[config.mk]
export PLATFORM = sky130hd
export DESIGN_NAME = sjf_nonpreemptive_scheduler
export DESIGN_NICKNAME = d
export VERILOG_FILES = /design/src/hdl/sjf_pkg.sv /design/src/hdl/sjf_ctrl.sv /design/src/hdl/sjf_dpath.sv /design/src/hdl/sjf_nonpreemptive_scheduler.sv
export SDC_FILE = /design/constraint.sdc
export NUM_CORES = 2
export LEC_CHECK = 0
export BUFFER_PORTS_ARGS = -buffer_cell sky130_fd_sc_hd__buf_2
export CAP_MARGIN = 15
export CORE_MARGIN = 2
export CORE_UTILIZATION = 30
export CTS_CLUSTER_DIAMETER = 30
export DETAILED_ROUTE_END_ITERATION = 8
export SYNTH_ARGS = -nofsm -noshare
export SYNTH_HDL_FRONTEND = slang
export SYNTH_HIERARCHICAL = 1
export SYNTH_SLANG_ARGS = --single-unit
[constraint.sdc]
create_clock -name clk -period 8.67 [get_ports clk]
set_input_delay 1.734 -clock clk [delete_from_list [all_inputs] [get_ports clk]]
set_output_delay 1.734 -clock clk [all_outputs]
set_load 0.01 [all_outputs]
[src/hdl/sjf_pkg.sv]
// ----------------------------------------------------------------------------
// sjf_pkg
// Shared constants and controller/datapath interface types for the
// shortest-job-first scheduler.
// ----------------------------------------------------------------------------
package sjf_pkg;

  localparam int MAX_PROCS = 32;
  localparam int IDX_W     = $clog2(MAX_PROCS);
  localparam int CNT_W     = $clog2(MAX_PROCS + 1);

  localparam int TIME_W    = 16;
  localparam int PIDX_W    = 6;
  localparam int CLK_W     = 23;
  localparam int SUM_W     = 29;

  localparam int IN_DATA_W  = 32;
  localparam int OUT_DATA_W = 136;

  typedef struct packed {
    logic load;
    logic scan_init;
    logic scan;
    logic emit;
    logic clear;
  } sjf_cmd_t;

  typedef struct packed {
    logic scan_done;
    logic last_pick;
    logic out_free;
  } sjf_status_t;

endpackage

[src/hdl/sjf_ctrl.sv]
// ----------------------------------------------------------------------------
// sjf_ctrl
// Controller: load items, run one scan per pick, then emit the pick.
// ----------------------------------------------------------------------------
module sjf_ctrl
  import sjf_pkg::*;
(
  input  logic        clk,
  input  logic        rst_n,
  input  logic        in_tvalid,
  input  logic        in_tlast,
  output logic        in_tready,
  input  sjf_status_t status,
  output sjf_cmd_t    cmd
);

  typedef enum logic [1:0] {
    S_LOAD,
    S_SCAN,
    S_EMIT
  } state_t;

  state_t state_r;
  state_t state_nxt;

  assign in_tready = (state_r == S_LOAD);

  always_comb begin
    state_nxt     = state_r;
    cmd           = '0;
    unique case (state_r)
      S_LOAD: begin
        if (in_tvalid) begin
          cmd.load = 1'b1;
          if (in_tlast) begin
            cmd.scan_init = 1'b1;
            state_nxt     = S_SCAN;
          end
        end
      end
      S_SCAN: begin
        cmd.scan = 1'b1;
        if (status.scan_done) begin
          state_nxt = S_EMIT;
        end
      end
      S_EMIT: begin
        if (status.out_free) begin
          cmd.emit = 1'b1;
          if (status.last_pick) begin
            cmd.clear = 1'b1;
            state_nxt = S_LOAD;
          end else begin
            cmd.scan_init = 1'b1;
            state_nxt     = S_SCAN;
          end
        end
      end
      default: state_nxt = S_LOAD;
    endcase
  end

  always_ff @(posedge clk) begin
    if (!rst_n) begin
      state_r <= S_LOAD;
    end else begin
      state_r <= state_nxt;
    end
  end

endmodule

[src/hdl/sjf_dpath.sv]
// ----------------------------------------------------------------------------
// sjf_dpath
// Datapath: process store, done flags, scan trackers, timing arithmetic and
// the output register.
// ----------------------------------------------------------------------------
module sjf_dpath
  import sjf_pkg::*;
(
  input  logic                  clk,
  input  logic                  rst_n,
  input  sjf_cmd_t              cmd,
  output sjf_status_t           status,
  input  logic [IN_DATA_W-1:0]  in_tdata,
  output logic                  out_tvalid,
  input  logic                  out_tready,
  output logic [OUT_DATA_W-1:0] out_tdata,
  output logic                  out_tuser,
  output logic                  out_tlast
);

  logic [TIME_W-1:0] arr_mem [MAX_PROCS];
  logic [TIME_W-1:0] bur_mem [MAX_PROCS];
  logic [MAX_PROCS-1:0] done_r;

  logic [CNT_W-1:0] count_r;
  logic [CNT_W-1:0] picks_r;
  logic [CNT_W-1:0] ptr_r;
  logic             ovf_r;
  logic [CLK_W-1:0] cur_r;
  logic [SUM_W-1:0] tsum_r;
  logic [SUM_W-1:0] wsum_r;

  // read pipeline
  logic              rv_r;
  logic              rdone_r;
  logic [IDX_W-1:0]  ridx_r;
  logic [TIME_W-1:0] rarr_r;
  logic [TIME_W-1:0] rbur_r;

  // best among arrived: shortest burst, then earliest arrival
  logic              ha_r;
  logic [IDX_W-1:0]  ba_idx_r;
  logic [TIME_W-1:0] ba_arr_r;
  logic [TIME_W-1:0] ba_bur_r;
  // best among earliest arrivals: earliest arrival, then shortest burst
  logic              he_r;
  logic [IDX_W-1:0]  be_idx_r;
  logic [TIME_W-1:0] be_arr_r;
  logic [TIME_W-1:0] be_bur_r;

  logic              out_valid_r;
  logic [OUT_DATA_W-1:0] out_data_r;
  logic              out_user_r;
  logic              out_last_r;

  logic              arrived;
  logic              upd_a;
  logic              upd_e;
  logic [IDX_W-1:0]  sel_idx;
  logic [TIME_W-1:0] sel_arr;
  logic [TIME_W-1:0] sel_bur;
  logic [CLK_W-1:0]  base;
  logic [CLK_W-1:0]  cnew;
  logic [CLK_W-1:0]  tat;
  logic [CLK_W-1:0]  wt;
  logic [SUM_W-1:0]  tsum_nxt;
  logic [SUM_W-1:0]  wsum_nxt;
  logic              last_pick;

  assign arrived = ({{(CLK_W-TIME_W){1'b0}}, rarr_r} <= cur_r);
  assign upd_a = rv_r && !rdone_r && arrived &&
                 (!ha_r || (rbur_r < ba_bur_r) ||
                  ((rbur_r == ba_bur_r) && (rarr_r < ba_arr_r)));
  assign upd_e = rv_r && !rdone_r &&
                 (!he_r || (rarr_r < be_arr_r) ||
                  ((rarr_r == be_arr_r) && (rbur_r < be_bur_r)));

  assign sel_idx = ha_r ? ba_idx_r : be_idx_r;
  assign sel_arr = ha_r ? ba_arr_r : be_arr_r;
  assign sel_bur = ha_r ? ba_bur_r : be_bur_r;
  assign base    = ha_r ? cur_r : {{(CLK_W-TIME_W){1'b0}}, be_arr_r};
  assign cnew    = base + {{(CLK_W-TIME_W){1'b0}}, sel_bur};
  assign tat     = cnew - {{(CLK_W-TIME_W){1'b0}}, sel_arr};
  assign wt      = base - {{(CLK_W-TIME_W){1'b0}}, sel_arr};
  assign tsum_nxt = tsum_r + {{(SUM_W-CLK_W){1'b0}}, tat};
  assign wsum_nxt = wsum_r + {{(SUM_W-CLK_W){1'b0}}, wt};
  assign last_pick = ((picks_r + 1'b1) == count_r);

  assign status.scan_done = (ptr_r == count_r) && !rv_r;
  assign status.last_pick = last_pick;
  assign status.out_free  = !out_valid_r || out_tready;

  assign out_tvalid = out_valid_r;
  assign out_tdata  = out_data_r;
  assign out_tuser  = out_user_r;
  assign out_tlast  = out_last_r;

  // store write and scan read
  always_ff @(posedge clk) begin
    if (cmd.load && (count_r < CNT_W'(MAX_PROCS))) begin
      arr_mem[count_r[IDX_W-1:0]] <= in_tdata[TIME_W-1:0];
      bur_mem[count_r[IDX_W-1:0]] <= in_tdata[2*TIME_W-1:TIME_W];
    end
    rarr_r  <= arr_mem[ptr_r[IDX_W-1:0]];
    rbur_r  <= bur_mem[ptr_r[IDX_W-1:0]];
    rdone_r <= done_r[ptr_r[IDX_W-1:0]];
    ridx_r  <= ptr_r[IDX_W-1:0];
  end

  // control and set state
  always_ff @(posedge clk) begin
    if (!rst_n) begin
      done_r  <= '0;
      count_r <= '0;
      picks_r <= '0;
      ptr_r   <= '0;
      ovf_r   <= 1'b0;
      cur_r   <= '0;
      tsum_r  <= '0;
      wsum_r  <= '0;
      rv_r    <= 1'b0;
      ha_r    <= 1'b0;
      he_r    <= 1'b0;
      out_valid_r <= 1'b0;
    end else begin
      if (cmd.load) begin
        if (count_r < CNT_W'(MAX_PROCS)) begin
          count_r <= count_r + 1'b1;
        end else begin
          ovf_r <= 1'b1;
        end
      end

      if (cmd.scan_init) begin
        ptr_r <= '0;
        rv_r  <= 1'b0;
        ha_r  <= 1'b0;
        he_r  <= 1'b0;
      end else if (cmd.scan) begin
        if (ptr_r != count_r) begin
          ptr_r <= ptr_r + 1'b1;
          rv_r  <= 1'b1;
        end else begin
          rv_r  <= 1'b0;
        end
        if (upd_a) begin
          ha_r <= 1'b1;
        end
        if (upd_e) begin
          he_r <= 1'b1;
        end
      end

      if (cmd.emit) begin
        out_valid_r <= 1'b1;
      end else if (out_tready) begin
        out_valid_r <= 1'b0;
      end

      if (cmd.clear) begin
        done_r  <= '0;
        count_r <= '0;
        picks_r <= '0;
        ovf_r   <= 1'b0;
        cur_r   <= '0;
        tsum_r  <= '0;
        wsum_r  <= '0;
      end else if (cmd.emit) begin
        done_r[sel_idx]  <= 1'b1;
        cur_r            <= cnew;
        tsum_r           <= tsum_nxt;
        wsum_r           <= wsum_nxt;
        picks_r          <= picks_r + 1'b1;
      end
    end
  end

  // tracker payload
  always_ff @(posedge clk) begin
    if (cmd.scan && upd_a) begin
      ba_idx_r <= ridx_r;
      ba_arr_r <= rarr_r;
      ba_bur_r <= rbur_r;
    end
    if (cmd.scan && upd_e) begin
      be_idx_r <= ridx_r;
      be_arr_r <= rarr_r;
      be_bur_r <= rbur_r;
    end
  end

  // result register
  always_ff @(posedge clk) begin
    if (cmd.emit) begin
      out_data_r <= {3'b000,
                     last_pick ? wsum_nxt : {SUM_W{1'b0}},
                     last_pick ? tsum_nxt : {SUM_W{1'b0}},
                     wt,
                     tat,
                     cnew,
                     {{(PIDX_W-IDX_W){1'b0}}, sel_idx}};
      out_user_r <= ovf_r;
      out_last_r <= last_pick;
    end
  end

`ifndef SYNTH
  a_count_bound: assert property (@(posedge clk) disable iff (!rst_n)
    count_r <= CNT_W'(MAX_PROCS))
    else $error("fill count beyond capacity");

  a_emit_has_pick: assert property (@(posedge clk) disable iff (!rst_n)
    cmd.emit |-> (ha_r || he_r))
    else $error("emit without a candidate");

  a_emit_not_done: assert property (@(posedge clk) disable iff (!rst_n)
    cmd.emit |-> !done_r[sel_idx])
    else $error("picked a finished process");

  a_emit_last: assert property (@(posedge clk) disable iff (!rst_n)
    cmd.emit |=> (out_valid_r && (out_last_r == $past(last_pick))))
    else $error("result register not loaded on emit");
`endif

endmodule

[src/hdl/sjf_nonpreemptive_scheduler.sv]
// Input: items load at one per cycle while in_tready is high (load state only); each
//   result follows a scan of the N stored processes, one entry per cycle through the
//   single read port of the process store, and waits for a free output register.
// Output: N results per set; no new item is taken until the set's last result is emitted.
// Reset: synchronous active-low rst_n clears the fill count, done flags, clock
//   and sums; the process store is not cleared and needs no clearing pass.
// ----------------------------------------------------------------------------
// sjf_nonpreemptive_scheduler
// Non-preemptive shortest-job-first scheduler over a set of buffered
// processes, emitting one timing result per pick in schedule order.
// ----------------------------------------------------------------------------
module sjf_nonpreemptive_scheduler
  import sjf_pkg::*;
(
  input  logic                  clk,
  input  logic                  rst_n,
  input  logic                  in_tvalid,
  output logic                  in_tready,
  input  logic [IN_DATA_W-1:0]  in_tdata,   // arrival_time, burst_time
  input  logic                  in_tlast,
  output logic                  out_tvalid,
  input  logic                  out_tready,
  // process_index, completion_time, turnaround_time, waiting_time,
  // sum_turnaround, sum_waiting, zero fill
  output logic [OUT_DATA_W-1:0] out_tdata,
  output logic                  out_tuser,  // dropped_any
  output logic                  out_tlast
);

  sjf_cmd_t    cmd;
  sjf_status_t status;

  sjf_ctrl u_ctrl (
    .clk       (clk),
    .rst_n     (rst_n),
    .in_tvalid (in_tvalid),
    .in_tlast  (in_tlast),
    .in_tready (in_tready),
    .status    (status),
    .cmd       (cmd)
  );

  sjf_dpath u_dpath (
    .clk        (clk),
    .rst_n      (rst_n),
    .cmd        (cmd),
    .status     (status),
    .in_tdata   (in_tdata),
    .out_tvalid (out_tvalid),
    .out_tready (out_tready),
    .out_tdata  (out_tdata),
    .out_tuser  (out_tuser),
    .out_tlast  (out_tlast)
  );

endmodule

# Yosys cells after proc, flatten, opt, wreduce, memory -nomap -nowiden
# Memories as Yosys holds them, arrays and structs flattened. A register that Yosys moved wholly into a read port is not among the register bits.
# Cells that the tools add are included.
# W data, S select, Z words.
[totals]
ff_bits = 352
mem_bits_rw = 1024
inputBits = 37
out_inout_bits = 140
wordCells = 118
mem_count = 2
[op_classes]
n_addsub = 8
magnitude_cmp = 9
eq_ne = 11
muxes = 29
bitwise_logic = 3
reduce_logical = 31
[mem_list]
columns = ["memory", "words", "width", "rd", "rd_ports_with_merged_regs", "write_ports", "line_no", "text"]
rows = [
  ["u_dpath.arr_mem", 32, 16, 1, 1, 1, "sjf_dpath.sv:21", "logic [TIME_W-1:0] arr_mem [MAX_PROCS];"],
  ["u_dpath.bur_mem", 32, 16, 1, 1, 1, "sjf_dpath.sv:22", "logic [TIME_W-1:0] bur_mem [MAX_PROCS];"],
]
[op_table]
columns = ["operator", "count"]
rows = [
  ["$lt A16 B16 Y1", 4],
  ["$add A29 B23 Y29", 2],
  ["$sub A23 B16 Y23", 2],
  ["$eq A16 B16 Y1", 2],
  ["$mux W16", 2],
  ["$or A32 B32 Y32", 1],
  ["$add A23 B16 Y23", 1],
  ["$le A16 B23 Y1", 1],
  ["$mux W23", 1],
  ["$add A6 B1 Y6 const B", 3],
  ["$mux W1", 14],
  ["$mux W2", 7],
  ["$eq A6 B6 Y1", 2],
  ["$lt A5 B6 Y1 const B", 2],
  ["$logic_and A1 B1 Y1", 11],
  ["$reduce_and A2 Y1", 5],
  ["$lt A6 B6 Y1 const B", 1],
  ["$ne A2 B2 Y1 const B", 3],
  ["$ne A6 B6 Y1", 1],
  ["$pmux W2 S3", 1],
  ["$bmux W1 S5", 1],
  ["$demux W1 S5", 1],
  ["$ge A5 B1 Y1 const B", 1],
  ["$logic_not A1 Y1", 5],
  ["11 further kinds", 17],
]

# Depth between registers and ports, before layout
[logic_depth]
ltp_word = 6
mapped_depth = 34
mapped_depth_nobuf = 31

# Hierarchy
# The synthesis kept the hierarchy.
[by_module_without_submodules]
columns = ["module", "instances", "cells_per_inst", "area_per_inst_um2", "seq_area_each_um2"]
rows = [
  ["sjf_dpath", 1, 3402, 58981.6, 40478.8],
  ["sjf_ctrl", 1, 18, 162.7, 40.0],
]

# Worst setup path before layout
# OpenSTA, ideal clock, no wires.
[synth_timing]
kind = "register to register"
startpoint = "register u_dpath.ha_r"
endpoint = "register u_dpath.out_data_r[102] (netlist: u_dpath/out_tdata[102]), data pin"
setup_time_ns = 0.270
arrival_time_ns = 6.602
required_time_ns = 8.400
path_slack_ns = 1.798
path_stages_with_launch = 33
path_buffers = 4
period_less_slack_ns = 6.872
path_cell_list = "dfxtp_1 -> clkbuf_1 -> buf_1 -> clkbuf_1 -> mux2_2 -> ha_1 -> fa_1 -> a211oi_2 -> nor2_1 -> o21a_1 -> o21ai_0 -> nand2b_1 -> a21oi_1 -> xnor2_1 -> ha_1 -> and2_1 -> o211a_1 -> o21ai_0 -> a21oi_1 -> o21ai_0 -> nand2_1 -> xor2_1 -> ha_1 -> buf_2 -> and4_1 -> and3_1 -> inv_1 -> a2bb2oi_1 -> o21ai_1 -> a31o_2 -> a41oi_1 -> or3_1 -> a21oi_1"
[synth_via]
elab_chain_cells = 4
elab_cells_between_ends = 6
classes_between = "add/sub: 3; mux: 3"
[synth_lines]
columns = ["item", "line_no", "text"]
rows = [
  ["start, declared", "sjf_dpath.sv:41", "logic ha_r;"],
  ["start signal, assigned", "sjf_dpath.sv:122", "ha_r <= 1'b0;"],
  ["start signal, assigned", "sjf_dpath.sv:137", "ha_r <= 1'b0;"],
  ["start signal, assigned", "sjf_dpath.sv:147", "ha_r <= 1'b1;"],
  ["$mux W23 / $mux W16 (equally long branches)", "sjf_dpath.sv:81, sjf_dpath.sv:80", ""],
  ["$add A23 B16 Y23 *", "sjf_dpath.sv:82", "assign cnew = base + {{(CLK_W-TIME_W){1'b0}}, sel_bur};"],
  ["net u_dpath.cnew[8]", "sjf_dpath.sv:63", "logic [CLK_W-1:0] cnew;"],
  ["$sub A23 B16 Y23 *", "sjf_dpath.sv:83", "assign tat = cnew - {{(CLK_W-TIME_W){1'b0}}, sel_arr};"],
  ["net u_dpath.tat[13]", "sjf_dpath.sv:64", "logic [CLK_W-1:0] tat;"],
  ["$add A29 B23 Y29 *", "sjf_dpath.sv:85", "assign tsum_nxt = tsum_r + {{(SUM_W-CLK_W){1'b0}}, tat};"],
  ["end signal, assigned", "sjf_dpath.sv:195", "out_data_r <= {3'b000,"],
  ["end, declared", "sjf_dpath.sv:52", "logic [OUT_DATA_W-1:0] out_data_r;"],
]
# Mark *: on every way through the listed nets, which the timed path passes. The rest lies on a longest branch.
# A chain may end at the register's enable or synchronous reset.

# Worst setup path in the final report
[layout_timing]
startpoint = "register u_dpath.ha_r"
endpoint = "register u_dpath.out_data_r[103] (netlist: u_dpath/out_tdata[103]), data pin"
# Same word-level chain as after synthesis.

==> impl_metrics.tcl <==
set metrics [dict create \
    numCtsBuffers 225 \
    hold_class "reg -> reg" \
    grt_pass1_wl_um 216000 \
    synth_area_leaders "edfxtp_1 (63%), mux4_2 (13%), dfxtp_1 (6.0%)" \
    cts_setup_buffers 0 \
    syn_area_per_cell_sq_um 17.3 \
    hpwlAfterDp_um 83800 \
    required_ps 9170 \
    pre_cts_slack_ps 1020 \
    core_sq_um 195000 \
    cp-start-kind "flop" \
    drt-initial-drc-count 2931 \
    timing.final.crit_share_pct 89.5 \
    synth_cell_type_count 83 \
    rsz0062_at_grt "false" \
    tightest_slew_ps 1110 \
    setup_viol 0 \
    design.die.area_sq_um 201000 \
    wirelength_um 148000 \
    regArea_sq_um 40500 \
    pwr_density_cell_nw_per_um2 248 \
    end_kind "flop" \
    netlist_area_sq_um 59100 \
    portBuffers 172 \
    final_hold_viol_count 0 \
    peakVddDrop_mv 0.184 \
    max_stage_delay_ps 670 \
    antenna_left 0 \
    multiInputGateArea_sq_um 17900 \
    synth_flop_cell "edfxtp_1" \
    slew_violations 0 \
    timing.max_cap.violations 0 \
    drtPass1Iterations 5 \
    cts_tree "yes" \
    antenna_found_initial 21 \
    ctsHoldBuffers 0 \
    worstHoldPathCells 0 \
    synth-edff-count 1232 \
    grt.overflow.total 0 \
    placed_cells 6131 \
    cts_root_buf "clkbuf_16" \
    grt_max_degree 108 \
    ctsHtreeMaxLevel 4 \
    cts_resized 0 \
    crit_fanout 46 \
    cpMaxStageDelayCell "dfxtp_4" \
    synth-seq-cells 1408 \
    ys_seq_area_share_pct 68.5 \
    area_growth_pct 21.1 \
    min_period_ps 7760 \
    clock_skew_ps 88.5 \
    final_nets 3954 \
    synth_largest_area_cell "edfxtp_1" \
    path_clk_slew_ps 50 \
    fp.dieH_um 448 \
    synthArstFlopShare_pct 0 \
    synth.top_cells.by_count "edfxtp_1 (1232), mux4_2 (330), nor2_1 (236)" \
    via_per_inst 4.92 \
    fillers 18150 \
    cts.sinks 1408 \
    outcome "completed" \
    critPathKind "reg -> reg" \
    synth_warnings 6 \
    drive_above_1_share_pct 27.2 \
    layout_setup_ws_ps 910 \
    dpl-instance-area_sq_um 63500 \
    max-slew-margin-rel_pct 25.8 \
    fmax_mhz 129 \
    arrival_ps 8260 \
    grt_pass1_vias 32073 \
    synthDominantCellAreaShare_pct 62.6 \
    vias 32342 \
    clockBufferDepth 3 \
    fin_cells 6568 \
    io_pins 177 \
    wl_per_cell_um 22.5 \
    num_rows 162 \
    synth_cells 3420 \
    gp_congestion 0.834 \
    clk_latency_ps 850 \
    setup_tns_ps 0 \
    reg2reg_depth 30 \
    die_x_um 448 \
    p_leak_nw 23.9 \
    yosysMostFrequentCell "edfxtp_1" \
    drc_errors 0 \
    design_area_sq_um 71600 \
    start_util_pct 30.3 \
    grt_use_total_pct 14.6 \
]
==> layout make-up <==
class / count / area share [%]
sequential: 1408 / 56.6
multi-input combinational: 1756 / 25.0
clock buffer: 244 / 8.14
tap: 2624 / 4.59
clock inverter: 185 / 3.23
timing repair buffer: 227 / 1.83
inverter: 116 / 0.608
antenna: 8 / 0.0280
==> routing by layer <==
| layer | vias to the layer above | GRT usage, % | routed length [um] |
|---|---|---|---|
| met5 | - | 0 | 49 |
| met4 | 8 | 4.15 | 2980 |
| met3 | 225 | 2.42 | 10100 |
| met2 | 1130 | 22.8 | 68700 |
| met1 | 16738 | 20.8 | 66000 |
| li1 | 14241 | - | - |
==> per-stage QoR <==
stage                     total power (W)  utilization, %  hold WS [ps]
after floorplan                   0.00819               -           329
after global placement            0.00851            32.5           405
after detailed placement          0.00853            32.5           411
after CTS                          0.0179            36.6           424
after global routing               0.0183            36.6           432
final                              0.0178            36.6           427
==> path summary, 6_finish.rpt <==
path	start	endpoint	slack, ps
setup reg to reg	u_dpath/ha_r$_SDFFE_PP0P_	u_dpath/out_tdata[103]$_SDFFCE_PN0P_	910
hold reg to reg	u_dpath/ridx_r[0]$_DFF_P_	u_dpath/ba_idx_r[0]$_DFFE_PP_	430
hold / removal	u_dpath/ridx_r[0]$_DFF_P_	u_dpath/ba_idx_r[0]$_DFFE_PP_	430
setup / recovery	u_dpath/ha_r$_SDFFE_PP0P_	u_dpath/out_tdata[103]$_SDFFCE_PN0P_	910
==> power breakdown <==
group          switching [W]  leakage [nW]  total (W)  internal, W
sequential         0.0000729          12.6    0.00756      0.00749
combinational       0.000507          7.42   0.000826     0.000319
clock                0.00345          3.94    0.00939      0.00594
==> cell families after synthesis <==
family | count (synthesis) | synth area share (%)
DFF | 1408 | 68.5
and+or+nand+nor | 568 | 4.64
muxes | 442 | 14.5
AOI/OAI and AO/OA | 422 | 4.59
buffers and inverters | 259 | 1.73
adders and majority gates | 183 | 3.93
xor gates and xnor gates | 137 | 2.04
other | 1 | 0.00634
==> placed cells by master (no fill, tap or decap), drive strengths merged, types with 6 or more instances in the layout <==
cell / count
dfxtp: 176
a211oi: 22
a21oi: 122
nor2: 236
ha: 178
and3: 14
nand4: 23
clkbuf: 244
clkinv: 90
nand3b: 6
or2: 8
edfxtp: 1232
or3: 14
buf: 227
a31oi: 14
nand2b: 22
mux2: 35
a21o: 61
clkinvlp: 18
mux4: 330
nor3: 23
nand3: 28
bufinv: 33
o21a: 26
o211ai: 12
o22ai: 6
xnor2: 82
o21bai: 16
diode: 8
and2: 33
o21ai: 94
mux2i: 77
xor2: 55
nor2b: 27
nand2: 104
nor3b: 9
inv: 160
==> sequential cells by signal, indices dropped and copies added (netlist names), 2 cells and up <==
signal,cells
u_ctrl/state_r,2
u_dpath/be_idx_r,5
u_dpath/cur_r,23
u_dpath/rarr_r,16
u_dpath/bur_mem,512
u_dpath/rbur_r,16
u_dpath/picks_r,6
u_dpath/tsum_r,29
u_dpath/arr_mem,512
u_dpath/ba_bur_r,16
u_dpath/ba_idx_r,5
u_dpath/wsum_r,29
u_dpath/be_bur_r,16
u_dpath/out_tdata,132
u_dpath/done_r,32
u_dpath/ridx_r,5
u_dpath/ptr_r,6
u_dpath/ba_arr_r,16
u_dpath/count_r,6
u_dpath/be_arr_r,16
==> worst max-delay path, delay by kind of cell (launching register included) <==
kind                       cells  cell delay (ps)
and+or+nand+nor               10             1680
buffers and inverters          2              360
adders and majority gates      4             1430
DFF                            1              670
xor gates and xnor gates       3              600
AOI/OAI and AO/OA             11             2720
Power figures use the tool's default switching activity.
